[src/rtl/core/ppmd_pkg.sv]
// Package for the PPM stream decoder: result kinds, error codes, parser phases,
// the queue entry type and byte class helpers. No dependencies.
`timescale 1ns / 1ps

package ppmd_pkg;

    localparam int unsigned MAX_DIM_DEF   = 65535;
    localparam int unsigned MAX_LEVEL_DEF = 65535;
    localparam int unsigned QDEPTH        = 4;
    localparam int unsigned QAW           = $clog2(QDEPTH);

    localparam logic [1:0] KIND_HDR    = 2'd0;
    localparam logic [1:0] KIND_SAMPLE = 2'd1;
    localparam logic [1:0] KIND_ERR    = 2'd2;

    localparam logic [2:0] ERR_MAGIC  = 3'd0;
    localparam logic [2:0] ERR_HDRNUM = 3'd1;
    localparam logic [2:0] ERR_OVF    = 3'd2;
    localparam logic [2:0] ERR_TOKEN  = 3'd3;
    localparam logic [2:0] ERR_EARLY  = 3'd4;

    localparam logic [3:0] PH_MAGIC_P = 4'd0;
    localparam logic [3:0] PH_MAGIC_D = 4'd1;
    localparam logic [3:0] PH_WIDTH   = 4'd2;
    localparam logic [3:0] PH_HEIGHT  = 4'd3;
    localparam logic [3:0] PH_MAXV    = 4'd4;
    localparam logic [3:0] PH_DATA    = 4'd5;
    localparam logic [3:0] PH_SIGN    = 4'd6;
    localparam logic [3:0] PH_DONE    = 4'd7;
    localparam logic [3:0] PH_HALT    = 4'd8;

    localparam logic [7:0] CH_P     = 8'h50;
    localparam logic [7:0] CH_3     = 8'h33;
    localparam logic [7:0] CH_6     = 8'h36;
    localparam logic [7:0] CH_HASH  = 8'h23;
    localparam logic [7:0] CH_LF    = 8'h0A;
    localparam logic [7:0] CH_MINUS = 8'h2D;
    localparam logic [7:0] CH_PLUS  = 8'h2B;
    localparam logic [7:0] CH_ZERO  = 8'h30;

    localparam logic [16:0] TXT_SAT = 17'd65536;

    typedef struct packed {
        logic [1:0]  kind;
        logic [15:0] width;
        logic [15:0] height;
        logic [15:0] maxv;
        logic [16:0] raw;
        logic        last;
        logic [2:0]  err;
    } t_entry;

    function automatic logic is_ws(input logic [7:0] b);
        is_ws = (b == 8'd32) || (b >= 8'd9 && b <= 8'd13);
    endfunction

    function automatic logic is_digit(input logic [7:0] b);
        is_digit = (b >= 8'd48) && (b <= 8'd57);
    endfunction

endpackage

[src/rtl/core/ppm_stream_decoder.sv]
// PPM decoder: one file byte a word in, header, sample or error words out.
// Parser takes one byte a cycle unless the queue is full (o_stall); the scaler
// (8-step restoring divide by maxval) takes one sample at a time. Header and
// error words skip the divide. Synchronous active-low reset returns the parser
// to the magic and empties the queue and output register.
`timescale 1ns / 1ps

module ppm_stream_decoder #(
    parameter int unsigned MAX_DIM   = ppmd_pkg::MAX_DIM_DEF,
    parameter int unsigned MAX_LEVEL = ppmd_pkg::MAX_LEVEL_DEF
) (
    input  logic        i_clk,
    input  logic        i_rst_n,
    input  logic        i_valid,
    output logic        o_stall,
    input  logic        i_op,
    input  logic [7:0]  i_byte_req,
    output logic        o_valid,
    input  logic        i_stall,
    output logic [1:0]  o_kind,
    output logic [15:0] o_width,
    output logic [15:0] o_height,
    output logic [15:0] o_max_value,
    output logic [7:0]  o_sample,
    output logic        o_last,
    output logic [2:0]  o_error_code
);

    logic             w_push, w_pop, w_full, w_empty, w_accept;
    ppmd_pkg::t_entry w_in, w_out;

    assign o_stall  = w_full;
    assign w_accept = i_valid && !w_full;

    ppmd_front #(.MAX_DIM(MAX_DIM), .MAX_LEVEL(MAX_LEVEL)) u_front (
        .i_clk    (i_clk),
        .i_rst_n  (i_rst_n),
        .i_accept (w_accept),
        .i_op     (i_op),
        .i_byte   (i_byte_req),
        .o_push   (w_push),
        .o_entry  (w_in)
    );

    ppmd_queue u_queue (
        .i_clk   (i_clk),
        .i_rst_n (i_rst_n),
        .i_push  (w_push),
        .i_entry (w_in),
        .i_pop   (w_pop),
        .o_entry (w_out),
        .o_full  (w_full),
        .o_empty (w_empty)
    );

    ppmd_back u_back (
        .i_clk        (i_clk),
        .i_rst_n      (i_rst_n),
        .i_entry      (w_out),
        .i_empty      (w_empty),
        .o_pop        (w_pop),
        .o_valid      (o_valid),
        .i_stall      (i_stall),
        .o_kind       (o_kind),
        .o_width      (o_width),
        .o_height     (o_height),
        .o_max_value  (o_max_value),
        .o_sample     (o_sample),
        .o_last       (o_last),
        .o_error_code (o_error_code)
    );

    a_no_push_full: assert property (@(posedge i_clk) disable iff (!i_rst_n)
        w_full |-> !w_push)
        else $error("push into full queue");

    a_no_pop_empty: assert property (@(posedge i_clk) disable iff (!i_rst_n)
        w_pop |-> !w_empty)
        else $error("pop from empty queue");

    a_last_on_sample: assert property (@(posedge i_clk) disable iff (!i_rst_n)
        (o_valid && o_kind != ppmd_pkg::KIND_SAMPLE) |-> !o_last)
        else $error("last flag on non-sample word");

endmodule

[src/rtl/core/ppmd_front.sv]
// Byte parser: magic, header numbers, text and raw data tokens.
// Pushes one entry per result into the queue. Depends on ppmd_pkg.
`timescale 1ns / 1ps

module ppmd_front #(
    parameter int unsigned MAX_DIM   = ppmd_pkg::MAX_DIM_DEF,
    parameter int unsigned MAX_LEVEL = ppmd_pkg::MAX_LEVEL_DEF
) (
    input  logic             i_clk,
    input  logic             i_rst_n,
    input  logic             i_accept,
    input  logic             i_op,
    input  logic [7:0]       i_byte,
    output logic             o_push,
    output ppmd_pkg::t_entry o_entry
);

    localparam logic [7:0] CH_ZERO = ppmd_pkg::CH_ZERO;

    logic [3:0]  r_phase, n_phase;
    logic        r_bin, n_bin;
    logic        r_cmt, n_cmt;
    logic        r_tok, n_tok;
    logic        r_neg, n_neg;
    logic [16:0] r_acc, n_acc;
    logic [15:0] r_width, n_width;
    logic [15:0] r_height, n_height;
    logic [15:0] r_maxv, n_maxv;
    logic [33:0] r_left, n_left;
    logic [31:0] r_prod;

    logic [3:0]  dig;
    logic [19:0] nv;
    logic [19:0] limit;
    logic [33:0] left_dec;

    assign dig      = i_byte[3:0] - CH_ZERO[3:0];
    assign nv       = ({3'b0, r_acc} << 3) + ({3'b0, r_acc} << 1) + {16'b0, dig};
    assign limit    = (r_phase == ppmd_pkg::PH_MAXV) ? 20'(MAX_LEVEL) : 20'(MAX_DIM);
    assign left_dec = (r_left != 34'd0) ? r_left - 34'd1 : r_left;

    always_comb begin
        n_phase  = r_phase;
        n_bin    = r_bin;
        n_cmt    = r_cmt;
        n_tok    = r_tok;
        n_neg    = r_neg;
        n_acc    = r_acc;
        n_width  = r_width;
        n_height = r_height;
        n_maxv   = r_maxv;
        n_left   = r_left;
        o_push   = 1'b0;
        o_entry  = '0;
        o_entry.maxv = r_maxv;
        if (i_accept) begin
            if (i_op) begin
                if (r_phase == ppmd_pkg::PH_DATA && !r_bin && r_tok && r_left == 34'd1) begin
                    o_push       = 1'b1;
                    o_entry.kind = ppmd_pkg::KIND_SAMPLE;
                    o_entry.raw  = r_neg ? 17'd0 : r_acc;
                    o_entry.last = 1'b1;
                end else if (r_phase != ppmd_pkg::PH_MAGIC_P && r_phase != ppmd_pkg::PH_DONE
                             && r_phase != ppmd_pkg::PH_HALT) begin
                    o_push       = 1'b1;
                    o_entry.kind = ppmd_pkg::KIND_ERR;
                    o_entry.err  = ppmd_pkg::ERR_EARLY;
                end
                n_phase  = ppmd_pkg::PH_MAGIC_P;
                n_bin    = 1'b0;
                n_cmt    = 1'b0;
                n_tok    = 1'b0;
                n_neg    = 1'b0;
                n_acc    = '0;
                n_width  = '0;
                n_height = '0;
                n_maxv   = '0;
                n_left   = '0;
            end else begin
                unique case (r_phase)
                    ppmd_pkg::PH_MAGIC_P: begin
                        if (!ppmd_pkg::is_ws(i_byte)) begin
                            if (i_byte == ppmd_pkg::CH_P) begin
                                n_phase = ppmd_pkg::PH_MAGIC_D;
                            end else begin
                                o_push       = 1'b1;
                                o_entry.kind = ppmd_pkg::KIND_ERR;
                                o_entry.err  = ppmd_pkg::ERR_MAGIC;
                                n_phase      = ppmd_pkg::PH_HALT;
                            end
                        end
                    end
                    ppmd_pkg::PH_MAGIC_D: begin
                        if (i_byte == ppmd_pkg::CH_3 || i_byte == ppmd_pkg::CH_6) begin
                            n_bin   = (i_byte == ppmd_pkg::CH_6);
                            n_phase = ppmd_pkg::PH_WIDTH;
                            n_cmt   = 1'b0;
                            n_tok   = 1'b0;
                            n_acc   = '0;
                        end else begin
                            o_push       = 1'b1;
                            o_entry.kind = ppmd_pkg::KIND_ERR;
                            o_entry.err  = ppmd_pkg::ERR_MAGIC;
                            n_phase      = ppmd_pkg::PH_HALT;
                        end
                    end
                    ppmd_pkg::PH_WIDTH, ppmd_pkg::PH_HEIGHT, ppmd_pkg::PH_MAXV: begin
                        if (r_cmt) begin
                            if (i_byte == ppmd_pkg::CH_LF) begin
                                n_cmt = 1'b0;
                            end
                        end else if (!r_tok) begin
                            if (ppmd_pkg::is_ws(i_byte)) begin
                                n_tok = 1'b0;
                            end else if (i_byte == ppmd_pkg::CH_HASH) begin
                                n_cmt = 1'b1;
                            end else if (!ppmd_pkg::is_digit(i_byte)) begin
                                o_push       = 1'b1;
                                o_entry.kind = ppmd_pkg::KIND_ERR;
                                o_entry.err  = ppmd_pkg::ERR_HDRNUM;
                                n_phase      = ppmd_pkg::PH_HALT;
                            end else if ({16'b0, dig} > limit) begin
                                o_push       = 1'b1;
                                o_entry.kind = ppmd_pkg::KIND_ERR;
                                o_entry.err  = ppmd_pkg::ERR_OVF;
                                n_phase      = ppmd_pkg::PH_HALT;
                            end else begin
                                n_tok = 1'b1;
                                n_acc = {13'b0, dig};
                            end
                        end else if (ppmd_pkg::is_digit(i_byte)) begin
                            if (nv > limit) begin
                                o_push       = 1'b1;
                                o_entry.kind = ppmd_pkg::KIND_ERR;
                                o_entry.err  = ppmd_pkg::ERR_OVF;
                                n_phase      = ppmd_pkg::PH_HALT;
                            end else begin
                                n_acc = nv[16:0];
                            end
                        end else if (ppmd_pkg::is_ws(i_byte)
                                     || (i_byte == ppmd_pkg::CH_HASH
                                         && r_phase != ppmd_pkg::PH_MAXV)) begin
                            n_tok = 1'b0;
                            n_acc = '0;
                            if (r_acc == 17'd0) begin
                                o_push       = 1'b1;
                                o_entry.kind = ppmd_pkg::KIND_ERR;
                                o_entry.err  = ppmd_pkg::ERR_HDRNUM;
                                n_phase      = ppmd_pkg::PH_HALT;
                            end else begin
                                n_cmt = (i_byte == ppmd_pkg::CH_HASH);
                                if (r_phase == ppmd_pkg::PH_WIDTH) begin
                                    n_width = r_acc[15:0];
                                    n_phase = ppmd_pkg::PH_HEIGHT;
                                end else if (r_phase == ppmd_pkg::PH_HEIGHT) begin
                                    n_height = r_acc[15:0];
                                    n_phase  = ppmd_pkg::PH_MAXV;
                                end else begin
                                    n_maxv         = r_acc[15:0];
                                    n_left         = ({2'b0, r_prod} << 1) + {2'b0, r_prod};
                                    n_phase        = ppmd_pkg::PH_DATA;
                                    o_push         = 1'b1;
                                    o_entry.kind   = ppmd_pkg::KIND_HDR;
                                    o_entry.width  = r_width;
                                    o_entry.height = r_height;
                                    o_entry.maxv   = r_acc[15:0];
                                end
                            end
                        end else begin
                            o_push       = 1'b1;
                            o_entry.kind = ppmd_pkg::KIND_ERR;
                            o_entry.err  = ppmd_pkg::ERR_HDRNUM;
                            n_phase      = ppmd_pkg::PH_HALT;
                        end
                    end
                    ppmd_pkg::PH_DATA, ppmd_pkg::PH_SIGN: begin
                        if (r_phase == ppmd_pkg::PH_DATA && r_bin) begin
                            o_push       = 1'b1;
                            o_entry.kind = ppmd_pkg::KIND_SAMPLE;
                            o_entry.raw  = {9'b0, i_byte};
                            n_left       = left_dec;
                            if (left_dec == 34'd0) begin
                                o_entry.last = 1'b1;
                                n_phase      = ppmd_pkg::PH_DONE;
                            end
                        end else if (r_phase == ppmd_pkg::PH_SIGN) begin
                            if (ppmd_pkg::is_digit(i_byte)) begin
                                n_phase = ppmd_pkg::PH_DATA;
                                n_tok   = 1'b1;
                                n_acc   = {13'b0, dig};
                            end else begin
                                o_push       = 1'b1;
                                o_entry.kind = ppmd_pkg::KIND_ERR;
                                o_entry.err  = ppmd_pkg::ERR_TOKEN;
                                n_phase      = ppmd_pkg::PH_HALT;
                            end
                        end else if (!r_tok) begin
                            if (ppmd_pkg::is_ws(i_byte)) begin
                                n_tok = 1'b0;
                            end else if (ppmd_pkg::is_digit(i_byte)) begin
                                n_tok = 1'b1;
                                n_neg = 1'b0;
                                n_acc = {13'b0, dig};
                            end else if (i_byte == ppmd_pkg::CH_MINUS
                                         || i_byte == ppmd_pkg::CH_PLUS) begin
                                n_neg   = (i_byte == ppmd_pkg::CH_MINUS);
                                n_acc   = '0;
                                n_phase = ppmd_pkg::PH_SIGN;
                            end else begin
                                o_push       = 1'b1;
                                o_entry.kind = ppmd_pkg::KIND_ERR;
                                o_entry.err  = ppmd_pkg::ERR_TOKEN;
                                n_phase      = ppmd_pkg::PH_HALT;
                            end
                        end else if (ppmd_pkg::is_digit(i_byte)) begin
                            n_acc = (nv > {3'b0, ppmd_pkg::TXT_SAT}) ? ppmd_pkg::TXT_SAT
                                                                      : nv[16:0];
                        end else if (ppmd_pkg::is_ws(i_byte)) begin
                            o_push       = 1'b1;
                            o_entry.kind = ppmd_pkg::KIND_SAMPLE;
                            o_entry.raw  = r_neg ? 17'd0 : r_acc;
                            n_left       = left_dec;
                            n_tok        = 1'b0;
                            n_neg        = 1'b0;
                            n_acc        = '0;
                            if (left_dec == 34'd0) begin
                                o_entry.last = 1'b1;
                                n_phase      = ppmd_pkg::PH_DONE;
                            end
                        end else begin
                            o_push       = 1'b1;
                            o_entry.kind = ppmd_pkg::KIND_ERR;
                            o_entry.err  = ppmd_pkg::ERR_TOKEN;
                            n_phase      = ppmd_pkg::PH_HALT;
                        end
                    end
                    default: begin
                        n_phase = r_phase;
                    end
                endcase
            end
        end
    end

    always_ff @(posedge i_clk) begin
        r_prod <= r_width * r_height;
        if (!i_rst_n) begin
            r_phase  <= ppmd_pkg::PH_MAGIC_P;
            r_bin    <= 1'b0;
            r_cmt    <= 1'b0;
            r_tok    <= 1'b0;
            r_neg    <= 1'b0;
            r_acc    <= '0;
            r_width  <= '0;
            r_height <= '0;
            r_maxv   <= '0;
            r_left   <= '0;
        end else begin
            r_phase  <= n_phase;
            r_bin    <= n_bin;
            r_cmt    <= n_cmt;
            r_tok    <= n_tok;
            r_neg    <= n_neg;
            r_acc    <= n_acc;
            r_width  <= n_width;
            r_height <= n_height;
            r_maxv   <= n_maxv;
            r_left   <= n_left;
        end
    end

endmodule

[src/rtl/core/ppmd_queue.sv]
// Short entry queue between parser and scaler.
// Depends on ppmd_pkg for the entry type and depth.
`timescale 1ns / 1ps

module ppmd_queue (
    input  logic             i_clk,
    input  logic             i_rst_n,
    input  logic             i_push,
    input  ppmd_pkg::t_entry i_entry,
    input  logic             i_pop,
    output ppmd_pkg::t_entry o_entry,
    output logic             o_full,
    output logic             o_empty
);

    ppmd_pkg::t_entry r_mem [ppmd_pkg::QDEPTH];
    logic [ppmd_pkg::QAW-1:0] r_wp, r_rp;
    logic [ppmd_pkg::QAW:0]   r_cnt;

    assign o_entry = r_mem[r_rp];
    assign o_full  = (r_cnt == (ppmd_pkg::QAW+1)'(ppmd_pkg::QDEPTH));
    assign o_empty = (r_cnt == '0);

    always_ff @(posedge i_clk) begin
        if (i_push) begin
            r_mem[r_wp] <= i_entry;
        end
    end

    always_ff @(posedge i_clk) begin
        if (!i_rst_n) begin
            r_wp  <= '0;
            r_rp  <= '0;
            r_cnt <= '0;
        end else begin
            if (i_push) begin
                r_wp <= r_wp + 1'b1;
            end
            if (i_pop) begin
                r_rp <= r_rp + 1'b1;
            end
            r_cnt <= r_cnt + (ppmd_pkg::QAW+1)'(i_push) - (ppmd_pkg::QAW+1)'(i_pop);
        end
    end

endmodule

[src/rtl/core/ppmd_back.sv]
// Result stage: clamps and scales samples by a shift-subtract divide,
// then holds each word in the output register. Depends on ppmd_pkg.
`timescale 1ns / 1ps

module ppmd_back (
    input  logic             i_clk,
    input  logic             i_rst_n,
    input  ppmd_pkg::t_entry i_entry,
    input  logic             i_empty,
    output logic             o_pop,
    output logic             o_valid,
    input  logic             i_stall,
    output logic [1:0]       o_kind,
    output logic [15:0]      o_width,
    output logic [15:0]      o_height,
    output logic [15:0]      o_max_value,
    output logic [7:0]       o_sample,
    output logic             o_last,
    output logic [2:0]       o_error_code
);

    localparam logic [1:0] B_IDLE = 2'd0;
    localparam logic [1:0] B_DIV  = 2'd1;
    localparam logic [1:0] B_EMIT = 2'd2;

    logic [1:0]  r_st, n_st;
    logic [23:0] r_rem, n_rem;
    logic [22:0] r_dsr, n_dsr;
    logic [7:0]  r_q, n_q;
    logic [2:0]  r_cnt, n_cnt;
    logic        r_slast, n_slast;
    logic        r_ov, n_ov;
    logic [1:0]  r_kind, n_kind;
    logic [15:0] r_w, n_w, r_h, n_h, r_m, n_m;
    logic [7:0]  r_smp, n_smp;
    logic        r_olast, n_olast;
    logic [2:0]  r_err, n_err;

    logic        out_free;
    logic [15:0] mm, v;

    assign out_free = !r_ov || !i_stall;
    assign mm = (i_entry.maxv == 16'd0) ? 16'd1 : i_entry.maxv;
    assign v  = (i_entry.raw > {1'b0, mm}) ? mm : i_entry.raw[15:0];

    always_comb begin
        n_st    = r_st;
        n_rem   = r_rem;
        n_dsr   = r_dsr;
        n_q     = r_q;
        n_cnt   = r_cnt;
        n_slast = r_slast;
        n_ov    = r_ov && i_stall;
        n_kind  = r_kind;
        n_w     = r_w;
        n_h     = r_h;
        n_m     = r_m;
        n_smp   = r_smp;
        n_olast = r_olast;
        n_err   = r_err;
        o_pop   = 1'b0;
        unique case (r_st)
            B_IDLE: begin
                if (!i_empty) begin
                    if (i_entry.kind == ppmd_pkg::KIND_SAMPLE) begin
                        o_pop   = 1'b1;
                        n_rem   = {v, 8'b0} - {8'b0, v};
                        n_dsr   = {mm, 7'b0};
                        n_q     = '0;
                        n_cnt   = '0;
                        n_slast = i_entry.last;
                        n_st    = B_DIV;
                    end else if (out_free) begin
                        o_pop   = 1'b1;
                        n_ov    = 1'b1;
                        n_kind  = i_entry.kind;
                        n_w     = i_entry.width;
                        n_h     = i_entry.height;
                        n_m     = (i_entry.kind == ppmd_pkg::KIND_HDR) ? i_entry.maxv : 16'd0;
                        n_smp   = '0;
                        n_olast = 1'b0;
                        n_err   = i_entry.err;
                    end
                end
            end
            B_DIV: begin
                if (r_rem >= {1'b0, r_dsr}) begin
                    n_rem = r_rem - {1'b0, r_dsr};
                    n_q   = {r_q[6:0], 1'b1};
                end else begin
                    n_q   = {r_q[6:0], 1'b0};
                end
                n_dsr = r_dsr >> 1;
                n_cnt = r_cnt + 3'd1;
                if (r_cnt == 3'd7) begin
                    n_st = B_EMIT;
                end
            end
            B_EMIT: begin
                if (out_free) begin
                    n_ov    = 1'b1;
                    n_kind  = ppmd_pkg::KIND_SAMPLE;
                    n_w     = '0;
                    n_h     = '0;
                    n_m     = '0;
                    n_smp   = r_q;
                    n_olast = r_slast;
                    n_err   = ppmd_pkg::ERR_MAGIC;
                    n_st    = B_IDLE;
                end
            end
            default: begin
                n_st = B_IDLE;
            end
        endcase
    end

    always_ff @(posedge i_clk) begin
        r_rem   <= n_rem;
        r_dsr   <= n_dsr;
        r_q     <= n_q;
        r_cnt   <= n_cnt;
        r_slast <= n_slast;
        r_kind  <= n_kind;
        r_w     <= n_w;
        r_h     <= n_h;
        r_m     <= n_m;
        r_smp   <= n_smp;
        r_olast <= n_olast;
        r_err   <= n_err;
        if (!i_rst_n) begin
            r_st <= B_IDLE;
            r_ov <= 1'b0;
        end else begin
            r_st <= n_st;
            r_ov <= n_ov;
        end
    end

    assign o_valid      = r_ov;
    assign o_kind       = r_kind;
    assign o_width      = r_w;
    assign o_height     = r_h;
    assign o_max_value  = r_m;
    assign o_sample     = r_smp;
    assign o_last       = r_olast;
    assign o_error_code = r_err;

endmodule
[config.mk]
export PLATFORM = sky130hd
export DESIGN_NAME = ppm_stream_decoder
export DESIGN_NICKNAME = d
export VERILOG_FILES = /design/src/rtl/core/ppmd_pkg.sv /design/src/rtl/core/ppm_stream_decoder.sv /design/src/rtl/core/ppmd_front.sv /design/src/rtl/core/ppmd_queue.sv /design/src/rtl/core/ppmd_back.sv
export SDC_FILE = /design/constraint.sdc
export NUM_CORES = 2
export LEC_CHECK = 0
export BUFFER_PORTS_ARGS = -buffer_cell sky130_fd_sc_hd__buf_4
export CAP_MARGIN = 20
export CORE_ASPECT_RATIO = 0.75
export CORE_MARGIN = 2
export CORE_UTILIZATION = 45
export CTS_CLUSTER_SIZE = 16
export DETAILED_ROUTE_END_ITERATION = 8
export MAX_ROUTING_LAYER = met4
export SYNTH_ARGS = -nofsm -noshare
export SYNTH_HDL_FRONTEND = slang
export SYNTH_HIERARCHICAL = 1
export SYNTH_SLANG_ARGS = --single-unit
export TNS_END_PERCENT = 30
[constraint.sdc]
create_clock -name i_clk -period 11.7 [get_ports i_clk]
set_input_delay 1.17 -clock i_clk [delete_from_list [all_inputs] [get_ports i_clk]]
set_output_delay 1.17 -clock i_clk [all_outputs]
set_load 0.01 [all_outputs]
==> results_dict.tcl <==
set metrics [dict create \
    clock-skew-final_ps 49.28 \
    crit_path_start_kind "flop" \
    worst_ep_required_time_ps 12080 \
    clock_sinks 556 \
    pin_count 77 \
    top_usage_layer "met2" \
    slew_headroom_pct 32.16 \
    drt-total-wl_um 92290 \
    power.switching_w 0.002608 \
    drc_errors 0 \
    cts_buffers 56 \
    holdCritPathClass "reg -> reg" \
    max_clock_freq_mhz 129.2 \
    start_util_pct 45.27 \
    port_buffers 76 \
    hold_buffers 0 \
    rows 91 \
    crit_end "u_back/r_rem[23]" \
    worst_slew_pin_slew_ps 1015 \
    tns_ps 0 \
    p_seq_share_pct 36.9 \
    ant_nets 0 \
    peakVddDrop_mv 0.1154 \
    multi_input_area_um2 19980 \
    synth_top_area_cell "edfxtp_1" \
    synth_nets 3912 \
    power.leakage_nw 17.02 \
    fin_nets 3933 \
    finalSetupViolCount 0 \
    hold_path_depth 2 \
    p_per_area_nw_per_um2 179.9 \
    finalCritPeriodShare_pct 66.17 \
    placed_area_um2 38610 \
    pre_cts_ws_ps 4096 \
    grt_antenna_before_repair 0 \
    coreArea_um2 81980 \
    grt_use_total_pct 22.70 \
    clk_transition_reported_paths_ps 60 \
    synthTopCellsByArea "edfxtp_1 33%, fa_1 11%, dfxtp_1 8.1%" \
    grt_pass1_wl_um 147300 \
    globalplace.congestion 0.9260 \
    syn_area_um2 37110 \
    fin_ws_ps 3959 \
    finalHoldViolCount 0 \
    htree_levels 2 \
    via_per_inst 5.636 \
    diodes 0 \
    grt_max_degree 80 \
    grt_pass1_vias 25467 \
    first_pass_iters 6 \
    yosys_warnings 6 \
    die_height_um 252.7 \
    async_flop_share_pct 0 \
    synth_edf_count 405 \
    use_met1_pct 32.82 \
    cts_tree "yes" \
    reg2reg_depth 22 \
    postCtsSetupRepairBufs 0 \
    num_vias 26001 \
    seqCellArea_um2 15190 \
    worstHoldStart "u_front/r_maxv[12]" \
    first_iter_violations 1999 \
    synth_cells 3475 \
    globalRouteOverflowTotal 0 \
    arrival_ps 8120 \
    pwr-share-comb_pct 38.6 \
    p_int_w 0.004671 \
    maxCapViolCount 0 \
    drv_slew 0 \
    use_met2_pct 34.50 \
    synth_top_area_share_pct 32.77 \
    die-width_um 335.6 \
    cts_resized 0 \
    r2r_end "u_back/r_rem[23]" \
    status "completed" \
    area_growth_pct 9.016 \
    crit_fanout 54 \
    dpl.hpwl_um 66470 \
    cts-root-buf "clkbuf_16" \
    rsz0062_at_grt "no" \
    die_area_um2 84800 \
    crit_path_end_kind "flop" \
    min_period_ps 7741 \
    avgSynthCellArea_um2 10.68 \
    reg2reg_slack_ps 3960 \
    wl_per_cell_um 20.01 \
    yosysSeqAreaShare_pct 40.92 \
    drive_above_1_share_pct 9.368 \
    fill_cells 7471 \
    worst_skew_pair.late_latency_ps 650 \
    clockBufferDepth 3 \
    critPathKind "reg -> reg" \
    ys_types 106 \
    sw_frac_of_total_pct 35.83 \
    ys_ff_latch 556 \
    p_clk_share_pct 24.5 \
    met3_usage_pct 2.601 \
    synth_ff_type "edfxtp_1" \
    final_area_um2 40450 \
]
==> area by class of cell <==
cell class / instances / area share (%)
multi-input combinational: 2428 / 49.40
sequential: 556 / 37.55
clock buffer: 72 / 3.662
tap: 1069 / 3.306
inverter: 346 / 3.210
timing repair buffer: 108 / 2.023
clock inverter: 34 / 0.8475
==> layer usage <==
| metal | part of all wire (%) | wire length, um | up-vias |
|---|---|---|---|
| li1 | - | - | 12278 |
| met1 | 48 | 44220 | 12919 |
| met2 | 45 | 41490 | 682 |
| met3 | 5.1 | 4733 | 122 |
| met4 | 2.0 | 1845 | 0 |
| met5 | 0 | 0 | - |
==> registers in the layout (all words and copies together), names as in the netlist, 17 cells and up, named ones only <==
signal	flops
u_front/r_left	34
u_back/r_dsr	23
u_queue/r_mem	284
u_back/r_rem	24
u_front/r_prod	32
u_front/r_acc	17
==> power by group through the flow <==
stage               Clock, W  Sequential [W]  Combinational [W]
finish               0.00178         0.00268            0.00281
global route         0.00190         0.00272            0.00312
CTS                  0.00182         0.00269            0.00281
detailed placement         0         0.00273            0.00279
global placement           0         0.00273            0.00280
floorplan                  0         0.00273            0.00199
==> synthesized netlist by cell type (8+ instances only) <==
library cell,n
a31oi_1,21
o21bai_1,17
a21oi_1,178
nor3b_1,13
a21o_1,54
nand2b_1,23
ha_1,225
a2111oi_0,9
a32oi_1,8
nand3_1,52
mux2i_1,58
nand2_1,320
o31ai_1,18
nor4_1,20
buf_2,21
xor2_1,41
o2111ai_1,9
o21ai_0,120
and3_1,21
xnor2_1,74
nor2b_1,32
dfxtp_1,151
nand3b_1,11
nor2_1,242
nand4_1,20
o21a_1,20
mux2_2,12
nor3_1,71
or3_1,22
a211oi_1,24
and2_1,223
clkbuf_1,113
fa_1,199
edfxtp_1,405
inv_1,345
or2_2,8
o211ai_1,14
mux4_2,70
o21ai_1,25
==> metrics by stage <==
stage          std cells  total power (W)  util, %  hold slack (ps)
6_report            4613         0.007279    49.35            456.8
5_1_grt             4613         0.007735    49.35            495.3
4_1_cts             4612         0.007328    49.33            456.1
3_5_place_dp        4506         0.005526    47.10            447.4
3_3_place_gp        4506         0.005524    47.10            444.4
2_1_floorplan       3475         0.004722        -            436.3
==> cells in the final DEF (no fill, tap or decap), types with 52 or more instances in the layout <==
cell,count
edfxtp_1,405
inv_1,345
nand2_1,320
nor2_1,241
ha_1,225
and2_1,219
fa_1,199
a21oi_1,177
dfxtp_1,149
o21ai_0,120
buf_4,107
xnor2_1,74
mux4_2,70
nor3_1,69
mux2i_1,58
clkbuf_16,56
a21o_1,54
nand3_1,52
==> worst min path at each step <==
| stage | to | slack (ps) |
|---|---|---|
| after floorplan | u_front/r_maxv[12] | 440 |
| after global placement | u_front/r_maxv[12] | 440 |
| after detailed placement | u_front/r_maxv[12] | 450 |
| after CTS | u_front/r_maxv[12] | 460 |
| after global routing | u_front/r_maxv[13] | 500 |
| final | u_front/r_maxv[12] | 460 |
==> worst max-delay path, cell delays in order, from the launching register on <==
cell      delay [ps]
dfxtp_4          530
buf_4            670
mux4_2           430
or4_4            560
nor4_1           670
a31oi_1          360
inv_1            160
ha_1             160
inv_1             50
a2111o_1         410
a22oi_4          580
buf_4            410
nand2_1           80
o21ai_0          200
ha_1             310
and4b_1          260
nor3_1            60
mux2_4           280
a2111o_1         410
a21boi_1         310
o21ai_0          170
a41oi_1          240
o311ai_1         120
==> cells by family (layout without fill, tap and decap cells) <==
kind of cell | count (synthesis) | in the layout | share of synthesized area (%)
flops | 556 | 556 | 40.92
fa+ha+maj | 426 | 426 | 18.38
buf+inv | 491 | 560 | 5.385
xor+xnor | 116 | 116 | 2.775
compound gates | 619 | 619 | 10.86
simple gates | 1118 | 1118 | 15.17
mux | 149 | 149 | 6.511
Power figures use the tool's default switching activity.
